===== src/hdl/spq_pkg.sv =====
// Shared types and constants for the stable priority queue.
// No dependencies; imported by every module of the block.
`default_nettype none

package spq_pkg;

  localparam int CAPACITY = 16;
  localparam int DATA_W   = 32;
  localparam int CNT_W    = $clog2(CAPACITY + 1);
  localparam int FILL_W   = 5;

  typedef enum logic [1:0] {
    REQ_INSERT = 2'd0,
    REQ_REMOVE = 2'd1,
    REQ_PEEK   = 2'd2,
    REQ_CLEAR  = 2'd3
  } req_t;

  typedef enum logic [1:0] {
    ST_OK    = 2'd0,
    ST_EMPTY = 2'd1,
    ST_FULL  = 2'd2
  } status_t;

  // Shift commands broadcast to every cell of the chain.
  typedef struct packed {
    logic insert;
    logic remove;
  } spq_shift_t;

endpackage

`default_nettype wire


===== src/hdl/spq_cell.sv =====
// One slot of the sorted chain: holds a value and priority, shifts with neighbors.
// Depends on spq_pkg.
`default_nettype none

module spq_cell import spq_pkg::*; (
  input  wire logic                     clk,
  input  wire spq_shift_t               ctl,
  input  wire logic                     occupied,
  input  wire logic                     stay_prev,
  input  wire logic signed [DATA_W-1:0] new_value,
  input  wire logic signed [DATA_W-1:0] new_prio,
  input  wire logic signed [DATA_W-1:0] prev_value,
  input  wire logic signed [DATA_W-1:0] prev_prio,
  input  wire logic signed [DATA_W-1:0] next_value,
  input  wire logic signed [DATA_W-1:0] next_prio,
  output logic                          stay,
  output logic signed [DATA_W-1:0]      ent_value,
  output logic signed [DATA_W-1:0]      ent_prio
);

  // Held entries at or above the new priority keep their slot (FIFO on ties).
  assign stay = occupied && (ent_prio >= new_prio);

  always_ff @(posedge clk) begin
    if (ctl.insert && !stay) begin
      if (stay_prev) begin
        ent_value <= new_value;
        ent_prio  <= new_prio;
      end else begin
        ent_value <= prev_value;
        ent_prio  <= prev_prio;
      end
    end else if (ctl.remove) begin
      ent_value <= next_value;
      ent_prio  <= next_prio;
    end
  end

endmodule

`default_nettype wire


===== src/hdl/stable_priority_queue_unit.sv =====
// Top level of the stable priority queue: request decode, fill count and cell chain.
// Depends on spq_pkg and spq_cell.
//
//  channel   | handshake          | fields
//  ----------+--------------------+-----------------------------------
//  request   | start / busy       | req_type, in_value, in_priority
//  result    | done (1-cycle)     | status, out_value, fill_count
//
// One request per cycle while busy is low: every cell compares the new priority against its own
// in parallel and the whole chain shifts in the cycle of the transfer.
// The result appears on the cycle after the transfer, strobed by done.
// busy is high only while rst is high; there is no clearing pass since the
// store contents below fill count are always written before being read.
// The receiver cannot stall; results are never held back.
`default_nettype none

module stable_priority_queue_unit import spq_pkg::*; (
  input  wire logic                     clk,
  input  wire logic                     rst,
  input  wire logic                     start,
  output logic                          busy,
  input  wire logic [1:0]               req_type,
  input  wire logic signed [DATA_W-1:0] in_value,
  input  wire logic signed [DATA_W-1:0] in_priority,
  output logic                          done,
  output logic [1:0]                    status,
  output logic signed [DATA_W-1:0]      out_value,
  output logic [FILL_W-1:0]             fill_count
);

  logic [CNT_W-1:0] count;
  logic [CNT_W-1:0] count_next;
  logic             accept;
  logic             is_full;
  logic             is_empty;
  spq_shift_t       shift;
  status_t          res_status;
  logic signed [DATA_W-1:0] res_value;

  // Chain state: one entry per cell, slot 0 is the head of the queue.
  logic signed [DATA_W-1:0] cell_value [CAPACITY];
  logic signed [DATA_W-1:0] cell_prio  [CAPACITY];
  logic                     cell_stay  [CAPACITY];

  assign busy     = rst;
  assign accept   = start && !busy;
  assign is_full  = (count == CNT_W'(CAPACITY));
  assign is_empty = (count == '0);

  // Request decode: shift command, next fill count and the result fields.
  always_comb begin
    shift      = '0;
    count_next = count;
    res_status = ST_OK;
    res_value  = '0;
    if (accept) begin
      unique case (req_type)
        REQ_INSERT: begin
          if (is_full) begin
            res_status = ST_FULL;
          end else begin
            shift.insert = 1'b1;
            count_next   = count + CNT_W'(1);
          end
        end
        REQ_REMOVE: begin
          if (is_empty) begin
            res_status = ST_EMPTY;
          end else begin
            shift.remove = 1'b1;
            res_value    = cell_value[0];
            count_next   = count - CNT_W'(1);
          end
        end
        REQ_PEEK: begin
          if (is_empty) begin
            res_status = ST_EMPTY;
          end else begin
            res_value = cell_value[0];
          end
        end
        REQ_CLEAR: begin
          count_next = '0;
        end
        default: begin
          count_next = count;
        end
      endcase
    end
  end

  // The chain. Cell 0 takes a new entry whenever it cannot stay; the last
  // cell shifts in its own contents on a remove (that slot becomes unused).
  for (genvar i = 0; i < CAPACITY; i++) begin : g_cell
    logic                     stay_prev;
    logic signed [DATA_W-1:0] prev_value;
    logic signed [DATA_W-1:0] prev_prio;
    logic signed [DATA_W-1:0] next_value;
    logic signed [DATA_W-1:0] next_prio;

    if (i == 0) begin : g_head
      assign stay_prev  = 1'b1;
      assign prev_value = in_value;
      assign prev_prio  = in_priority;
    end else begin : g_body
      assign stay_prev  = cell_stay[i-1];
      assign prev_value = cell_value[i-1];
      assign prev_prio  = cell_prio[i-1];
    end

    if (i == CAPACITY - 1) begin : g_tail
      assign next_value = cell_value[i];
      assign next_prio  = cell_prio[i];
    end else begin : g_inner
      assign next_value = cell_value[i+1];
      assign next_prio  = cell_prio[i+1];
    end

    spq_cell u_cell (
      .clk        (clk),
      .ctl        (shift),
      .occupied   (CNT_W'(i) < count),
      .stay_prev  (stay_prev),
      .new_value  (in_value),
      .new_prio   (in_priority),
      .prev_value (prev_value),
      .prev_prio  (prev_prio),
      .next_value (next_value),
      .next_prio  (next_prio),
      .stay       (cell_stay[i]),
      .ent_value  (cell_value[i]),
      .ent_prio   (cell_prio[i])
    );
  end

  // Control state.
  always_ff @(posedge clk) begin
    if (rst) begin
      count <= '0;
      done  <= 1'b0;
    end else begin
      count <= count_next;
      done  <= accept;
    end
  end

  // Result payload, qualified by done.
  always_ff @(posedge clk) begin
    status     <= res_status;
    out_value  <= res_value;
    fill_count <= FILL_W'(count_next);
  end

endmodule

`default_nettype wire


===== config.mk =====
export PLATFORM = sky130hd
export DESIGN_NAME = stable_priority_queue_unit
export DESIGN_NICKNAME = d
export VERILOG_FILES = /design/src/hdl/spq_pkg.sv /design/src/hdl/spq_cell.sv /design/src/hdl/stable_priority_queue_unit.sv
export SDC_FILE = /design/constraint.sdc
export NUM_CORES = 2
export LEC_CHECK = 0
export BUFFER_PORTS_ARGS = -buffer_cell sky130_fd_sc_hd__buf_2
export CAP_MARGIN = 20
export CORE_ASPECT_RATIO = 1.75
export CORE_MARGIN = 2
export CORE_UTILIZATION = 50
export CTS_CLUSTER_DIAMETER = 200
export DETAILED_ROUTE_END_ITERATION = 12
export GPL_TIMING_DRIVEN = 1
export PLACE_DENSITY_LB_ADDON = 0.3
export SETUP_SLACK_MARGIN = 0.2
export SLEW_MARGIN = 20
export SYNTH_ARGS = -nofsm -noshare
export SYNTH_HDL_FRONTEND = slang
export SYNTH_HIERARCHICAL = 1
export SYNTH_SLANG_ARGS = --single-unit

===== constraint.sdc =====
create_clock -name clk -period 6.7 [get_ports clk]
set_input_delay 0 -clock clk [delete_from_list [all_inputs] [get_ports clk]]
set_output_delay 0 -clock clk [all_outputs]
set_load 0.03 [all_outputs]

==> qor.txt <==
Gr usage total: 23.9%
Reg2reg setup slack: 1550 ps
Max VDD drop: 0.200 mV
Fill count: 12,500
Final net count: 6,218
Crit Path Class: register to register
Total number of vias: 44,600
Clock root buffer master: clkbuf_16
DRC violations left: 0
Routability cong.: 0.856
Worst flop-to-flop path startpoint: count[0]
Worst hold path class: input port to register
Clock power frac: 38.1%
Final period util: 76.8%
Largest stage delay on the critical path: 590 ps
Initial Util: 50.2%
Status: completed
Fmax: 0.194 GHz
First-pass GRT wire length: 286,000 µm
IO Count: 110
Register area: 31,700 µm²
Mapped Nets: 6,124
Cell Chain, Critical Path: inv_1 -> ha_1 -> and4bb_2 -> nor2_4 -> buf_4 -> nand3_1 -> or4_1 -> o311a_4 -> nand2b_4 -> buf_4
Leakage: 33.6 nW
Max_slew headroom: 23.6%
Clock skew: 37.0 ps
Worst path required time: 7050 ps
Net Sw Power: 4.03 mW
Power after layout: 15.8 mW
Critical path peak fanout: 36
Initial antenna violation count: 3
Syn Inst Count: 5,535
Worst Hold End: status[0]
Clk_lat worst skew: 750 ps
Clock-pin slew on the worst setup and hold paths: 60 ps
Grt total ovfl: 0
Setup Fix Bufs, Post-CTS: 0
CP max-delay cell: dfxtp_1
Sequential fraction of design power: 48.8%
RSZ-0062 raised after global routing: no
Post-cts sizing count: 0
Std-Cell Rows: 188
Hold Slack: 155 ps
Clock H-tree levels: 3
Multi-input logic area: 39,500 µm²
# setup viols final: 0
Crit-path most repeated cell: buf_4
Min setup slack post-route: 1550 ps
Combinational power share: 13.1%
Hold path cells: 4
Port bufs: 109
Final WL: 187,000 µm
Pin count of the biggest net entering global routing: 66
Max Cap Violations: 0
Ys Warns: 6
Worst flop-to-flop path endpoint: g_cell[9].u_cell/ent_prio[11]
Layout cells sized above 1: 43.4%
Period minus WS final: 5150 ps
Max Buffers Root-to-Sink: 3
Die Width: 297 µm
Area Growth Syn to Fin: 7.64%
Clk sinks: 1,069
CTS buffer count: 106
Initial DRT Pass Iterations: 5
WL/cell: 24.2 µm
R2R depth: 10
CTS tree: built
Sw Ratio: 25.4%
Pins Over Slew Limit: 0
Worst-margin pin slew: 1150 ps
Post-route ant nets: 0
Syn_area_per_cell: 13.6 µm²
Worst Path Arrival: 5500 ps
Vias in the first global route: 47,800
Int Pwr: 11.8 mW
Die Span Y: 517 µm
Core area: 150,000 µm²
1st-iter DRT viols: 2,583
Final Hold Fails: 0
Min-delay src: req_type[1]
Pre-CTS setup slack: 1620 ps
CP Capture Type: register
DP Wirelength: 133,000 µm
Setup crit start kind: register
Vias per cell: 5.78
Power per standard cell area: 196 nW/µm²
Setup total negative slack: 0 ps
Die ar.: 153,000 µm²
Synth Cell Area: 75,100 µm²
## flip-flops by register name, indices dropped and copies added (netlist names)
signal                   cells
count                        5
done                         1
fill_count                   5
g_cell.u_cell/ent_prio     512
g_cell.u_cell/ent_value    512
out_value                   32
status                       2
## metal layers
metal / up-vias / global-route usage (%) / wire length, µm
met4: 0 / 10.9 / 8430
li1: 20900 / - / -
met2: 937 / 46.6 / 102000
met5: - / 0 / 0
met1: 22400 / 26.0 / 71100
met3: 369 / 2.13 / 5500
## per-stage QoR
step	instances	utilization [%]	area, µm²
3_5_place_dp	7476	51.5	77000
4_1_cts	7712	54.0	80800
2_1_floorplan	5535	-	75100
6_report	7715	54.0	80900
3_3_place_gp	7476	51.5	77000
5_1_grt	7715	54.0	80900
## cell usage in the layout, fill, tap and decap left out, types with 35 or more instances in the layout
cell type      count
mux2_2          1254
edfxtp_1        1024
mux2_4           784
inv_1            578
ha_1             520
a21oi_1          252
nand2_1          165
buf_2            109
clkbuf_16        107
nand4_1           99
nand3_1           85
o21ai_0           67
buf_4             67
dfxtp_1           45
nor3_1            38
dlygate4sd3_1     38
and2_1            35
## final cells by class
class / instances / share of cell area [%]
clock inverter: 64 / 0.699
tap: 1995 / 3.09
timing repair buffer: 223 / 1.99
sequential: 1069 / 39.1
multi-input combinational: 3650 / 48.9
antenna: 1 / 0.00310
clock buffer: 134 / 3.49
inverter: 579 / 2.69
## power by group through the flow
stage / sequential [mW] / clock (mW) / combinational, mW
6_report: 7.73 / 6.03 / 2.07
5_1_grt: 7.75 / 6.39 / 2.24
4_1_cts: 7.73 / 6.17 / 2.06
3_5_place_dp: 7.87 / 0 / 2.04
3_3_place_gp: 7.87 / 0 / 1.97
2_1_floorplan: 7.82 / 0 / 1.53
## how the worst max path moves through the flow
stage | end | start | slack, ps | cells after the start
floorplan | g_cell[0].u_cell/ent_prio[0] | count[0] | 690 | 11
global placement | g_cell[5].u_cell/ent_value[31] | in_priority[27] | 1770 | 12
detailed placement | g_cell[9].u_cell/ent_prio[6] | count[0] | 1620 | 10
CTS | g_cell[9].u_cell/ent_prio[10] | count[0] | 1620 | 10
global route | g_cell[9].u_cell/ent_prio[11] | count[0] | 1390 | 10
finish | g_cell[9].u_cell/ent_prio[11] | count[0] | 1550 | 10
## critical path: cells and delay by family, from the launching register on
family          cells  cell delay [ps]
flops               1              590
simple gates        5             2000
compound gates      1              420
fa+ha+maj           1              280
buf+inv             3             1270
## timing repair
item                                    CTS  global route
hold buffers                             38             0
endpoints found under the setup margin    0             0
endpoints found under the hold margin   500             0
(Power assumes the default switching activity.)
